`src/hw/rtl/ivmc_pkg.sv`:
```
// Package for the IR volume multi-channel controller core.
// Holds input mode codes, register indexes, direction codes and Q15 constants.
// No dependencies.
`default_nettype none

package ivmc_pkg;

	// input modes (s_axis_tuser)
	localparam logic [2:0] MODE_TICK  = 3'd0;
	localparam logic [2:0] MODE_IR    = 3'd1;
	localparam logic [2:0] MODE_ENC   = 3'd2;
	localparam logic [2:0] MODE_NEXT  = 3'd3;
	localparam logic [2:0] MODE_START = 3'd4;

	// configuration register indexes
	localparam logic [2:0] REG_POT_COUNT  = 3'd0;
	localparam logic [2:0] REG_BASE_STEP  = 3'd1;
	localparam logic [2:0] REG_DEF_TO     = 3'd2;
	localparam logic [2:0] REG_SHUT_TO    = 3'd3;
	localparam logic [2:0] REG_UP_CODES   = 3'd4;
	localparam logic [2:0] REG_DOWN_CODES = 3'd5;
	localparam logic [2:0] REG_INIT_LVL   = 3'd6;

	// direction codes
	localparam logic [1:0] DIR_NONE = 2'd0;
	localparam logic [1:0] DIR_UP   = 2'd1;
	localparam logic [1:0] DIR_DOWN = 2'd3;

	localparam logic [15:0] Q15_ONE     = 16'h8000;
	localparam logic [15:0] REPEAT_CODE = 16'hFFFF;
	localparam logic [15:0] REPEAT_MAX  = 16'hFFFF;
	localparam logic [3:0]  REPEAT_WRAP = 4'd9;   // repeat period minus one
	localparam logic [2:0]  FAST_FACTOR = 3'd5;
	localparam int          MAX_RES     = 4;

	// register reset values
	localparam logic [2:0]  POT_RESET  = 3'd4;
	localparam logic [15:0] BASE_RESET = 16'd328;
	localparam logic [31:0] DEF_RESET  = 32'd5000;
	localparam logic [31:0] SHUT_RESET = 32'd10000;

endpackage

`default_nettype wire

```
`src/hw/rtl/ir_volume_multi_channel_controller_core.sv`:
```
// IR volume multi-channel controller core: top level with sequencer and level unit.
// Depends on ivmc_pkg.
//
// Takes one input word at a time (s_axis_tready is high only while idle) and
// writes its results into a four-entry buffer, then drains them one word per
// cycle, unless the output side stalls, into the output register. Every level
// change, timer report and start report passes through one shared add-and-clamp
// unit, one result per cycle. After acceptance an encoder step or select-next makes
// one level update, a repeat a step then a level update, a tick a default then a
// shut timer check, an IR code scan one channel compare at a time and a start a
// level load then an update per channel in use, none with no channel in use; an
// unused mode does no work. Results then drain and the core returns to idle. The
// output register lets the next word in while the final result is still waiting to be taken.
`default_nettype none

module ir_volume_multi_channel_controller_core #(
	parameter int CHANNELS       = 4,
	parameter int PWM_FULL_SCALE = 768
) (
	input  wire logic        clk,
	input  wire logic        arst_n,
	// configuration
	input  wire logic        cfg_wen,
	input  wire logic [2:0]  cfg_index,
	input  wire logic [63:0] cfg_data,
	// input words
	input  wire logic        s_axis_tvalid,
	output logic             s_axis_tready,
	input  wire logic [31:0] s_axis_tdata,  // ir_code[15:0], step[31:16]
	input  wire logic [2:0]  s_axis_tuser,  // mode[2:0]
	// result words
	output logic             m_axis_tvalid,
	input  wire logic        m_axis_tready,
	output logic [31:0]      m_axis_tdata,  // channel[1:0], level[17:2], pwm_level[27:18],
	                                        // selected[29:28], zero[31:30]
	output logic [0:0]       m_axis_tuser,  // ring_off[0]
	output logic             m_axis_tlast
);

	typedef enum logic [2:0] {
		ST_IDLE,
		ST_TICK_D,
		ST_TICK_S,
		ST_SCAN,
		ST_REP,
		ST_START,
		ST_LEVEL,
		ST_EMIT
	} state_t;

	localparam int MAX_RES_L = ivmc_pkg::MAX_RES;

	state_t state_q;

	// configuration
	logic [2:0]  pot_q;
	logic [15:0] base_q;
	logic [31:0] def_to_q;
	logic [31:0] shut_to_q;
	logic [63:0] up_q;
	logic [63:0] down_q;
	logic [63:0] init_q;

	// controller state
	logic [15:0] lvl_q [CHANNELS];
	logic [1:0]  sel_q;
	logic [1:0]  dir_q;
	logic [15:0] cur_q;
	logic [15:0] rc_q;
	logic [3:0]  mod_q;
	logic [31:0] def_rem_q;
	logic [31:0] shut_rem_q;
	logic        def_run_q;
	logic        shut_run_q;

	// sequencer working registers
	logic [15:0]        code_q;
	logic [2:0]         idx_q;
	logic [1:0]         ch_q;
	logic signed [16:0] inc_q;
	logic               start_q;

	// result buffer
	logic [1:0]  rbuf_ch_q  [MAX_RES_L];
	logic [15:0] rbuf_lvl_q [MAX_RES_L];
	logic        rbuf_off_q [MAX_RES_L];
	logic [2:0]  res_n_q;
	logic [2:0]  rd_q;

	// output register
	logic        m_valid_q;
	logic [1:0]  m_ch_q;
	logic [15:0] m_lvl_q;
	logic [9:0]  m_pwm_q;
	logic        m_off_q;
	logic [1:0]  m_sel_q;
	logic        m_last_q;

	function automatic logic [15:0] sat_q15(input logic [15:0] v);
		return (v > ivmc_pkg::Q15_ONE) ? ivmc_pkg::Q15_ONE : v;
	endfunction

	// active channel count
	logic [2:0] cnt;
	logic [2:0] cfg_cnt;
	assign cnt     = (32'(pot_q) < CHANNELS) ? pot_q : 3'(CHANNELS);
	assign cfg_cnt = (32'(cfg_data[2:0]) < CHANNELS) ? cfg_data[2:0] : 3'(CHANNELS);

	// shared level unit
	logic [1:0]         unit_ch;
	logic signed [16:0] unit_inc;
	logic [15:0]        lvl_rd;
	logic [15:0]        lvl_sat;
	logic signed [17:0] unit_sum;
	logic [15:0]        unit_res;

	always_comb begin
		case (state_q)
			ST_TICK_D: unit_ch = 2'd0;
			ST_TICK_S: unit_ch = sel_q;
			default:   unit_ch = ch_q;
		endcase
	end

	assign unit_inc = (state_q == ST_LEVEL) ? inc_q : 17'sd0;

	always_comb begin
		lvl_rd = '0;
		for (int i = 0; i < CHANNELS; i++) begin
			if (unit_ch == 2'(i)) lvl_rd = lvl_q[i];
		end
	end

	assign lvl_sat  = sat_q15(lvl_rd);
	assign unit_sum = $signed({2'b00, lvl_sat}) + $signed({unit_inc[16], unit_inc});

	always_comb begin
		if (unit_sum < 18'sd0) begin
			unit_res = '0;
		end else if (unit_sum > $signed({2'b00, ivmc_pkg::Q15_ONE})) begin
			unit_res = ivmc_pkg::Q15_ONE;
		end else begin
			unit_res = unit_sum[15:0];
		end
	end

	// repeat step growth
	logic [18:0]        fast_sum;
	logic [15:0]        cur_next;
	logic signed [16:0] rep_inc;
	logic [15:0]        base_sat;

	assign base_sat = sat_q15(base_q);
	assign fast_sum = 19'(cur_q) + 19'(base_q) * 19'(ivmc_pkg::FAST_FACTOR);

	always_comb begin
		if (rc_q > 16'd1 && mod_q == 4'd0) begin
			cur_next = (fast_sum > 19'(ivmc_pkg::Q15_ONE)) ? ivmc_pkg::Q15_ONE : fast_sum[15:0];
		end else begin
			cur_next = cur_q;
		end
		case (dir_q)
			ivmc_pkg::DIR_UP:   rep_inc = $signed({1'b0, cur_next});
			ivmc_pkg::DIR_DOWN: rep_inc = 17'sd0 - $signed({1'b0, cur_next});
			default:            rep_inc = 17'sd0;
		endcase
	end

	// IR code compare, one channel per cycle
	logic up_hit;
	logic down_hit;
	assign up_hit   = (code_q == up_q[idx_q[1:0] * 16 +: 16]);
	assign down_hit = (code_q == down_q[idx_q[1:0] * 16 +: 16]);

	// select-next channel
	logic [1:0] sel_nxt;
	assign sel_nxt = (({1'b0, sel_q} + 3'd1) >= cnt) ? 2'd0 : sel_q + 2'd1;

	// PWM of the result being drained
	logic [27:0] pwm_prod;
	logic [27:0] pwm_rnd;
	assign pwm_prod = 28'(rbuf_lvl_q[rd_q[1:0]]) * 28'(PWM_FULL_SCALE);
	assign pwm_rnd  = pwm_prod + 28'(ivmc_pkg::Q15_ONE >> 1);

	// output register load
	logic emit_go;
	assign emit_go = (state_q == ST_EMIT) && (rd_q != res_n_q)
	                 && (!m_valid_q || m_axis_tready);

	always_ff @(posedge clk or negedge arst_n) begin
		if (!arst_n) begin
			state_q    <= ST_IDLE;
			pot_q      <= ivmc_pkg::POT_RESET;
			base_q     <= ivmc_pkg::BASE_RESET;
			def_to_q   <= ivmc_pkg::DEF_RESET;
			shut_to_q  <= ivmc_pkg::SHUT_RESET;
			up_q       <= '0;
			down_q     <= '0;
			init_q     <= '0;
			for (int i = 0; i < CHANNELS; i++) lvl_q[i] <= '0;
			sel_q      <= '0;
			dir_q      <= ivmc_pkg::DIR_NONE;
			cur_q      <= ivmc_pkg::BASE_RESET;
			rc_q       <= '0;
			mod_q      <= '0;
			def_rem_q  <= '0;
			shut_rem_q <= '0;
			def_run_q  <= 1'b0;
			shut_run_q <= 1'b0;
			code_q     <= '0;
			idx_q      <= '0;
			ch_q       <= '0;
			inc_q      <= '0;
			start_q    <= 1'b0;
			res_n_q    <= '0;
			rd_q       <= '0;
			m_valid_q  <= 1'b0;
		end else begin
			if (cfg_wen) begin
				case (cfg_index)
					ivmc_pkg::REG_POT_COUNT: begin
						pot_q <= cfg_data[2:0];
						if ({1'b0, sel_q} >= cfg_cnt) sel_q <= '0;
					end
					ivmc_pkg::REG_BASE_STEP:  base_q    <= cfg_data[15:0];
					ivmc_pkg::REG_DEF_TO:     def_to_q  <= cfg_data[31:0];
					ivmc_pkg::REG_SHUT_TO:    shut_to_q <= cfg_data[31:0];
					ivmc_pkg::REG_UP_CODES:   up_q      <= cfg_data;
					ivmc_pkg::REG_DOWN_CODES: down_q    <= cfg_data;
					ivmc_pkg::REG_INIT_LVL:   init_q    <= cfg_data;
					default: ;
				endcase
			end

			if (m_axis_tready && !emit_go) m_valid_q <= 1'b0;

			case (state_q)
				ST_IDLE: begin
					if (s_axis_tvalid) begin
						res_n_q <= '0;
						rd_q    <= '0;
						start_q <= 1'b0;
						case (s_axis_tuser)
							ivmc_pkg::MODE_TICK: state_q <= ST_TICK_D;
							ivmc_pkg::MODE_IR: begin
								code_q  <= s_axis_tdata[15:0];
								idx_q   <= '0;
								state_q <= (s_axis_tdata[15:0] == ivmc_pkg::REPEAT_CODE)
								           ? ST_REP : ST_SCAN;
							end
							ivmc_pkg::MODE_ENC: begin
								ch_q    <= sel_q;
								inc_q   <= $signed({s_axis_tdata[31], s_axis_tdata[31:16]});
								state_q <= (cnt != 3'd0) ? ST_LEVEL : ST_EMIT;
							end
							ivmc_pkg::MODE_NEXT: begin
								if (cnt != 3'd0) begin
									sel_q   <= sel_nxt;
									ch_q    <= sel_nxt;
									inc_q   <= 17'sd0;
									state_q <= ST_LEVEL;
								end else begin
									state_q <= ST_EMIT;
								end
							end
							ivmc_pkg::MODE_START: state_q <= ST_START;
							default: state_q <= ST_EMIT;
						endcase
					end
				end

				ST_TICK_D: begin
					if (def_run_q) begin
						if (def_rem_q <= 32'd1) begin
							def_rem_q <= '0;
							def_run_q <= 1'b0;
							if (cnt != 3'd0) begin
								sel_q                       <= '0;
								rbuf_ch_q[res_n_q[1:0]]  <= 2'd0;
								rbuf_lvl_q[res_n_q[1:0]] <= unit_res;
								rbuf_off_q[res_n_q[1:0]] <= 1'b0;
								res_n_q                     <= res_n_q + 3'd1;
							end
						end else begin
							def_rem_q <= def_rem_q - 32'd1;
						end
					end
					state_q <= ST_TICK_S;
				end

				ST_TICK_S: begin
					if (shut_run_q) begin
						if (shut_rem_q <= 32'd1) begin
							shut_rem_q <= '0;
							shut_run_q <= 1'b0;
							if (cnt != 3'd0) begin
								rbuf_ch_q[res_n_q[1:0]]  <= sel_q;
								rbuf_lvl_q[res_n_q[1:0]] <= unit_res;
								rbuf_off_q[res_n_q[1:0]] <= 1'b1;
								res_n_q                     <= res_n_q + 3'd1;
							end
						end else begin
							shut_rem_q <= shut_rem_q - 32'd1;
						end
					end
					state_q <= ST_EMIT;
				end

				ST_SCAN: begin
					if (idx_q >= cnt) begin
						state_q <= ST_EMIT;
					end else if (up_hit || down_hit) begin
						sel_q   <= idx_q[1:0];
						ch_q    <= idx_q[1:0];
						rc_q    <= '0;
						mod_q   <= '0;
						cur_q   <= base_sat;
						dir_q   <= up_hit ? ivmc_pkg::DIR_UP : ivmc_pkg::DIR_DOWN;
						inc_q   <= up_hit ? $signed({1'b0, base_sat})
						                  : 17'sd0 - $signed({1'b0, base_sat});
						state_q <= ST_LEVEL;
					end else begin
						idx_q <= idx_q + 3'd1;
					end
				end

				ST_REP: begin
					cur_q <= cur_next;
					if (rc_q != ivmc_pkg::REPEAT_MAX) begin
						rc_q  <= rc_q + 16'd1;
						mod_q <= (mod_q == ivmc_pkg::REPEAT_WRAP) ? 4'd0 : mod_q + 4'd1;
					end
					ch_q    <= sel_q;
					inc_q   <= rep_inc;
					state_q <= (cnt != 3'd0) ? ST_LEVEL : ST_EMIT;
				end

				ST_START: begin
					for (int i = 0; i < CHANNELS; i++) begin
						lvl_q[i] <= sat_q15(init_q[i * 16 +: 16]);
					end
					sel_q     <= '0;
					dir_q     <= ivmc_pkg::DIR_NONE;
					rc_q      <= '0;
					mod_q     <= '0;
					cur_q     <= base_sat;
					def_rem_q <= def_to_q;
					def_run_q <= 1'b1;
					ch_q      <= '0;
					inc_q     <= 17'sd0;
					start_q   <= 1'b1;
					state_q   <= (cnt != 3'd0) ? ST_LEVEL : ST_EMIT;
				end

				ST_LEVEL: begin
					for (int i = 0; i < CHANNELS; i++) begin
						if (ch_q == 2'(i)) lvl_q[i] <= unit_res;
					end
					rbuf_ch_q[res_n_q[1:0]]  <= ch_q;
					rbuf_lvl_q[res_n_q[1:0]] <= unit_res;
					rbuf_off_q[res_n_q[1:0]] <= 1'b0;
					res_n_q                     <= res_n_q + 3'd1;
					if (ch_q != 2'd0) begin
						def_rem_q  <= def_to_q;
						def_run_q  <= 1'b1;
						shut_rem_q <= shut_to_q;
						shut_run_q <= 1'b1;
					end
					if (start_q && (({1'b0, ch_q} + 3'd1) < cnt)) begin
						ch_q <= ch_q + 2'd1;
					end else begin
						state_q <= ST_EMIT;
					end
				end

				ST_EMIT: begin
					if (rd_q == res_n_q) begin
						state_q <= ST_IDLE;
					end else if (emit_go) begin
						m_valid_q <= 1'b1;
						m_ch_q    <= rbuf_ch_q[rd_q[1:0]];
						m_lvl_q   <= rbuf_lvl_q[rd_q[1:0]];
						m_pwm_q   <= pwm_rnd[24:15];
						m_off_q   <= rbuf_off_q[rd_q[1:0]];
						m_sel_q   <= sel_q;
						m_last_q  <= ((rd_q + 3'd1) == res_n_q);
						rd_q      <= rd_q + 3'd1;
					end
				end

				default: state_q <= ST_IDLE;
			endcase
		end
	end

	assign s_axis_tready = (state_q == ST_IDLE);
	assign m_axis_tvalid = m_valid_q;
	assign m_axis_tdata  = {2'b00, m_sel_q, m_pwm_q, m_lvl_q, m_ch_q};
	assign m_axis_tuser  = m_off_q;
	assign m_axis_tlast  = m_last_q;

	a_sel_in_range: assert property (@(posedge clk) disable iff (!arst_n)
		32'(sel_q) < CHANNELS)
		else $error("selection beyond channel count");

	a_res_bound: assert property (@(posedge clk) disable iff (!arst_n)
		32'(res_n_q) <= MAX_RES_L && rd_q <= res_n_q)
		else $error("result buffer overrun");

	a_idle_last: assert property (@(posedge clk) disable iff (!arst_n)
		(state_q == ST_IDLE && m_valid_q) |-> m_last_q)
		else $error("pending non-last word while idle");

	a_step_sat: assert property (@(posedge clk) disable iff (!arst_n)
		cur_q <= ivmc_pkg::Q15_ONE)
		else $error("current step above 1.0");

endmodule

`default_nettype wire

```
`config.mk`:
```
export PLATFORM = sky130hd
export DESIGN_NAME = ir_volume_multi_channel_controller_core
export DESIGN_NICKNAME = d
export VERILOG_FILES = /design/src/hw/rtl/ivmc_pkg.sv /design/src/hw/rtl/ir_volume_multi_channel_controller_core.sv
export SDC_FILE = /design/constraint.sdc
export NUM_CORES = 1
export LEC_CHECK = 0
export BUFFER_PORTS_ARGS = -buffer_cell sky130_fd_sc_hd__buf_4
export CORE_MARGIN = 1.5
export CORE_UTILIZATION = 40
export CTS_BUF_LIST = sky130_fd_sc_hd__clkbuf_8
export CTS_CLUSTER_DIAMETER = 100
export DETAILED_ROUTE_END_ITERATION = 6
export SLEW_MARGIN = 30
export SYNTH_ARGS = -nofsm -noshare
export SYNTH_HDL_FRONTEND = slang
export SYNTH_SLANG_ARGS = --single-unit
```
`constraint.sdc`:
```
create_clock -name clk -period 11.8 [get_ports clk]
set_clock_uncertainty 0.05 [all_clocks]
set_input_delay 2.95 -clock clk [delete_from_list [all_inputs] [get_ports clk]]
set_output_delay 2.95 -clock clk [all_outputs]
set_load 0.1 [all_outputs]
```
==> impl_results.md, run 1 <==
* Status: complete, but fails checks
* Failing checks: DRC
* Min Tclk post-route at 6.39 ns
* Vias per cell at around 5.7
* Starting Density at 40.4%
* Die X at roughly 290 um
* DRT Pass-1 Iters at 7
* Final core occ at 45.9%
* Critical path class: reg2reg
* Clk network pwr share at just under 20%
* Cell Chain, Critical Path: inv_1 -> nor2_1 -> a22oi_1 -> nor2_1 -> a21oi_2 -> buf_4 -> mux4_2 -> nor4_1 -> nand4_1 -> nand2_1 -> and2_1 -> ha_1 -> a21o_1 -> a21oi_1 -> o211a_1 -> nor4_1 -> or3_1 -> a2111oi_0 -> a211oi_1 -> buf_4 -> nor3_1 -> a21oi_1 -> a21oi_1
* Root buf cell: clkbuf_8
* Final setup viols at 0
* Crit path max-delay family: simple AND/OR/NAND/NOR gates
* Fmax at 156 MHz
* CTS max path bufs at 3
* Post-synthesis sequential area ratio at roughly 48%
* Max-slew violation count at 0
* Skew-Pair Late Insertion Delay at approximately 0.74 ns
* TritonCTS clock tree: done
* Critical path endpoint category: register
* Post-CTS Setup Bufs at 0
* Reg power frac at 31.0%
* Antenna violations before repair at 6
* Hold buffer count at cts at 0
* WP buf/inv at 3
* Grt ovf at 0
* Hold Path Class: reg2reg
* Critical Path Start: state_q[1]
* CP peak stage delay at 0.69 ns
* Mapped Area at about 33000 um^2
* Fill cells at around 7600
* Final Hold Fails at 0
* DRC errors left at 6
* Number of synthesized flops with an enable pin at around 110
* Post-synthesis async set-or-reset flop share at slightly above 80%
* Netlist cell types at 97
* Cell area after placement at approximately 35000 um^2
* Setup ws final at between 5 and 6 ns
* Sw Share at a little over two fifths
* Iter 0 DRT Violations at between 2000 and 2500
* Number of port buffers at between 100 and 150
* Switching power at around 0.0046 W
* FF/Latch Area at 15600 um^2
* Largest net degree at the start of global routing at ~160
* Detailed-route via count at 24551
* Die Ht at just under 300 um
* Worst setup SP type: register
* Non-Filler Cell Area, Final at ~37000 um^2
* Worst r2r path cells at 23
* Most common cell after layout, fill and taps aside: dfrtp_1
* Worst Hold Launch: down_q[33]
* Max Cap Violations at 0
* Wire per inst at 22.1 um
* I/O pin count at between 100 and 150
* First-pass GRT wire length at between 100000 and 150000 um
* Max FO, Critical Path at 16
* Tightest Pin Transition at approximately 0.95 ns
* Maximum VDD drop at 0.133 mV
* Dpl hpwl at 67300 um
* Reg clk slew, reported paths at about 0.06 ns
* Final Net Count at approximately 3400
* Multi-input logic area at 15900 um^2
* GRT Total Usage at about 23%
* Required @ worst endpoint at 12.41 ns
* Drt total wl at 94900 um
* RSZ-0062 raised after global routing: no
* Resize count post-CTS at 0
* Pleak at around 15 nW
* TritonCTS buffer count at 105
* Fin Setup TNS at 0 ns
* Setup slack, reg-to-reg at between 5 and 6 ns
* Slowest library cell on the worst path: nor3_1
* Yosys warns at 0
* CTS sink cnt at between 600 and 700
* Placer Congestion at roughly 0.9
* Reg2reg end: lvl_q[12]
* Syn Area/Cell at 10.8 um^2
* Place WS at 5.29 ns
* Syn Inst Count at roughly 3000
* Worst setup path end: lvl_q[12]
* Gate power share at slightly below 50%
* Layout cell share with drive strength beyond 1 at a little under a quarter
* Yosys reg bits at between 600 and 700
* Final period util at about 54%
* Most frequent cells in the layout: dfrtp_1, mux2_2, nor2_1, nand2_1, buf_4
* Critical path arrival at 7.01 ns
* Synthesis-to-layout area growth at 13.7%
* Htree depth at 3
* Internal power at approximately 0.006 W
* Relative slew slack at 36.4%
* Reg2reg start: state_q[1]
* Pwr Density at between 200 and 300 nW/um^2
* Core area at 80500 um^2
* Vias in the first global route at 23418
* Area of the die at 83100 um^2
* Site Rows at 104
* Top_reg_cell synth: dfrtp_1
* Post-DRT Antenna Nets at 0
* Crit path top cell by count: a21oi_1
* Levels on crit path at 23
## registers in the layout, indices dropped and copies added (netlist names), 17 cells and up
| name | flops |
|---|---|
| rbuf_lvl_q | 64 |
| up_q | 64 |
| lvl_q | 64 |
| init_q | 64 |
| shut_to_q | 32 |
| inc_q | 17 |
| shut_rem_q | 32 |
| down_q | 64 |
| def_rem_q | 32 |
| def_to_q | 32 |
## kinds of logic (layout without fill, tap and decap cells)
| kind of cell | Yosys count | after routing | synth area share, % |
|---|---|---|---|
| muxes | 363 | 363 | 14.9 |
| buffers and inverters | 274 | 493 | 3.36 |
| and+or+nand+nor | 869 | 869 | 12.9 |
| DFF | 602 | 602 | 48.0 |
| xor gates and xnor gates | 112 | 112 | 3.06 |
| other | 1 | 4 | 0.0115 |
| adders and majority gates | 114 | 114 | 4.73 |
| AOI/OAI and AO/OA | 671 | 671 | 13.0 |
## cell type report
| class | count | share of cell area, % |
|---|---|---|
| clock inverters | 59 | 1.13 |
| repair buffers | 187 | 3.89 |
| multi-input cells | 2131 | 43.0 |
| clock buffers | 134 | 4.98 |
| diodes | 2 | 0.0135 |
| flip-flops and latches | 602 | 42.2 |
| well taps | 1060 | 3.58 |
| inverters | 113 | 1.15 |
## cell usage after synthesis, types with 31 or more instances
library cell / count / area share [%]
dfrtp_1: 477 / 37
mux2_2: 293 / 10
nor2_1: 273 / 3.1
nand2_1: 218 / 2.5
o21ai_0: 158 / 2.4
a21oi_1: 152 / 2.3
clkbuf_1: 131 / 1.5
inv_1: 113 / 1.3
edfxtp_1: 108 / 10
ha_1: 99 / 3.8
xnor2_1: 80 / 2.2
a31oi_1: 79 / 1.5
nor3_1: 78 / 1.2
mux4_2: 67 / 4.6
o21ai_1: 55 / 0.85
a22oi_1: 42 / 0.97
nor4_1: 42 / 0.81
nor2b_1: 40 / 0.77
nand3_1: 38 / 0.58
and3_1: 33 / 0.63
xor2_1: 31 / 0.83
## routing by layer
layer	up-vias	wire (um)	GRT usage, %
met4	4	2970	7.50
met2	780	41900	34.4
li1	11342	-	-
met5	-	23	0
met3	149	6200	3.93
met1	12276	43800	33.4
## through the flow
stage	std cells	power, W	hold slack [ns]
after global routing	4286	0.0113	0.463
after floorplan	3007	0.00714	0.406
final	4288	0.0106	0.453
after detailed placement	4093	0.00852	0.441
after global placement	4093	0.00847	0.432
after CTS	4286	0.0106	0.455
## how the worst min path moves through the flow
stage	end	slack, ns	cells past startpoint
after floorplan	inc_q[0]	0.41	1
after global placement	down_q[38]	0.43	1
after detailed placement	down_q[34]	0.44	1
after CTS	down_q[61]	0.45	1
after global routing	down_q[61]	0.46	1
final	down_q[33]	0.45	1
## power groups by stage
stage	registers [W]	clock network (W)	logic (W)
after CTS	0.00327	0.00208	0.00524
after floorplan	0.00343	0	0.00371
after global placement	0.00330	0	0.00517
after global routing	0.00335	0.00217	0.00578
after detailed placement	0.00330	0	0.00522
final	0.00328	0.00204	0.00524
Power figures use the tool's default switching activity.
==> run 2: changes to the inputs <==
--- a/config.mk
+++ b/config.mk
@@ -5,6 +5,7 @@
 export SDC_FILE = /design/constraint.sdc
 export NUM_CORES = 1
 export LEC_CHECK = 0
+export ABC_AREA = 1
 export BUFFER_PORTS_ARGS = -buffer_cell sky130_fd_sc_hd__buf_4
 export CORE_MARGIN = 1.5
 export CORE_UTILIZATION = 40
==> constraint.sdc (replaced) <==
create_clock -name clk -period 6.3 [get_ports clk]
set_clock_uncertainty 0.05 [all_clocks]
set_input_delay 1.575 -clock clk [delete_from_list [all_inputs] [get_ports clk]]
set_output_delay 1.575 -clock clk [all_outputs]
set_load 0.1 [all_outputs]
==> impl_results.md, run 2 <==
* Hold buffer count at cts at 0
* Reg2reg end: lvl_q[19]
* Netlist cell types at 78
* Worst setup path end: lvl_q[19]
* Reg clk slew, reported paths at roughly 0.070 ns
* Antenna violations before repair at 6
* Synth top area share at around 36%
* Post-DRT Antenna Nets at 0
* CTS sink cnt at 602
* DRC errors left at 0
* Die Ht at 292 um
* Hold Path Class: reg2reg
* Fin Setup TNS at 0 ns
* Worst setup SP type: register
* Root buf cell: clkbuf_8
* Most common cell after layout, fill and taps aside: nand2_1
* Post-synthesis sequential area ratio at 46.8%
* Crit path top cell by count: nand2_1
* Tot Pwr at ~0.021 W
* TritonCTS clock tree: done
* Synthesis-to-layout area growth at 12.8%
* Largest net degree at the start of global routing at 148
* I/O pin count at 143
* Critical path class: reg2reg
* Skew-Pair Late Insertion Delay at between 0.7 and 0.8 ns
* Layout cell share with drive strength beyond 1 at a little under an eighth
* Fin cells at around 5400
* Max FO, Critical Path at 13
* Mapped Area at 33400 um^2
* Site Rows at around 110
* Grt ovf at 0
* Area of the die at 85200 um^2
* Detailed-route via count at about 29000
* Post-synthesis async set-or-reset flop share at between 80 and 90%
* Top cell types by occurrence after synthesis: nand2_1, dfrtp_1, o21ai_0
* Tightest Pin Transition at about 0.93 ns
* Pleak at 17.8 nW
* Dpl cells at around 5200
* Min Tclk post-route at roughly 5.7 ns
* Status: finished, final reports clean
* Slowest library cell on the worst path: dfrtp_1
* Wire per inst at approximately 20 um
* Max-slew violation count at 0
* Starting Density at 40.5%
* Final Net Count at about 4500
* Post-CTS Setup Bufs at 0
* Place WS at 0.686 ns
* Top_reg_cell synth: dfrtp_1
* Most numerous cell in the Yosys netlist: nand2_1
* Worst r2r path cells at 36
* DRT Pass-1 Iters at 6
* CTS max path bufs at 3
* Relative slew slack at a little under two fifths
* Pwr Density at approximately 560 nW/um^2
* Setup ws final at approximately 0.58 ns
* Yosys reg bits at roughly 600
* Setup slack, reg-to-reg at between 0.5 and 0.6 ns
* Vias per cell at 5.37
* Vias in the first global route at about 27000
* Area leader, netlist: dfrtp_1
* Drt total wl at between 100000 and 150000 um
* GRT Total Usage at between 20% and 30%
* Number of port buffers at 140
* RSZ-0062 raised after global routing: no
* Final period util at between 90 and 100%
* Critical path arrival at ~6.3 ns
* Placer Congestion at 0.903
* Top cells by area, synth: dfrtp_1, nand2_1, edfxtp_1
* First-pass GRT wire length at approximately 160000 um
* Yosys warns at 0
* Final setup viols at 0
* Htree depth at 3
* Core area at between 80000 and 90000 um^2
* Die X at between 200 and 300 um
* Syn Area/Cell at between 8 and 9 um^2
* Critical Path Start: state_q[2]
* Reg2reg start: state_q[2]
* Fmax at roughly 170 MHz
* Final Hold Fails at 0
* Max Cap Violations at 0
* Syn Inst Count at approximately 4100
* TritonCTS buffer count at 104
* Critical path endpoint category: register
* Maximum VDD drop at around 0.38 mV
* CP peak stage delay at around 0.44 ns
* Resize count post-CTS at 0
* Most frequent cells in the layout: nand2_1, inv_1, dfrtp_1, o21ai_0, nor2_1
* Required @ worst endpoint at between 6 and 7 ns
* Number of synthesized flops with an enable pin at between 100 and 150
* Dpl hpwl at ~76000 um
* Iter 0 DRT Violations at between 2000 and 2500
[run 2: changes by cell type in the layout (fill, tap and decap cells not counted), sizes merged, moves of 77 or more]
| cell | change |
|---|---|
| a21oi | +77 |
| nand2 | +700 |
| nand3 | +149 |
| inv | +384 |
| mux2 | -293 |
| nor2 | +121 |
| o21ai | +291 |
[run 2: cells by family after synthesis]
| group | count (synthesis) | synth area share, % |
|---|---|---|
| flops | 602 | 46.8 |
| buf+inv | 669 | 7.98 |
| fa+ha+maj | 114 | 4.61 |
| xor+xnor | 89 | 2.36 |
| other cells | 1 | 0.0112 |
| simple gates | 1685 | 22.0 |
| compound gates | 965 | 16.2 |
[run 2: how the worst min path moves through the flow]
| stage | from | end | depth (start not counted) |
|---|---|---|---|
| after floorplan | idx_q[2] | idx_q[2] | 1 |
| after global placement | down_q[45] | down_q[45] | 2 |
| after detailed placement | up_q[17] | up_q[17] | 2 |
| after CTS | idx_q[2] | idx_q[2] | 1 |
| after global routing | idx_q[2] | idx_q[2] | 1 |
| final | down_q[25] | down_q[25] | 2 |
[run 2: metrics by stage]
stage | hold slack [ns] | util [%] | instance area [um^2]
floorplan | 0.387 | - | 33400
global placement | 0.411 | 42.9 | 35300
detailed placement | 0.418 | 42.9 | 35300
CTS | 0.432 | 45.6 | 37600
global route | 0.446 | 45.7 | 37600
finish | 0.426 | 45.7 | 37600
[run 2: critical path: cells and delay by family (launching register included)]
family | cells | cell delay, ns
AND/OR/NAND/NOR | 22 | 2.35
AO/OA/AOI/OAI | 6 | 1.13
buffers and inverters | 6 | 0.99
adder cells (fa/ha/maj) | 2 | 0.64
flip-flops | 1 | 0.44
[run 2: power breakdown]
part,total [W],internal [W],switching [W]
sequential,0.00622,0.00537,0.000852
combinational,0.0111,0.00342,0.00767
clock,0.00383,0.00211,0.00172
total,0.0211,0.0109,0.0102
[run 2: layer usage]
metal | vias to the layer above | global-route usage (%) | share of wire, %
li1 | 14018 | - | -
met1 | 13770 | 34.9 | 46
met2 | 982 | 37.6 | 44
met3 | 181 | 4.09 | 6.9
met4 | 2 | 9.13 | 3.3
met5 | - | 0 | 0.010
[run 2: final cells by class]
cell class | instances | area (um^2)
clock buffers | 130 | 1790
multi-input cells | 2855 | 15200
well taps | 1070 | 1340
inverters | 498 | 1870
fillers | 8194 | 44800
clock inverters | 59 | 432
repair buffers | 181 | 1410
flip-flops and latches | 602 | 15600
diodes | 1 | 2.50
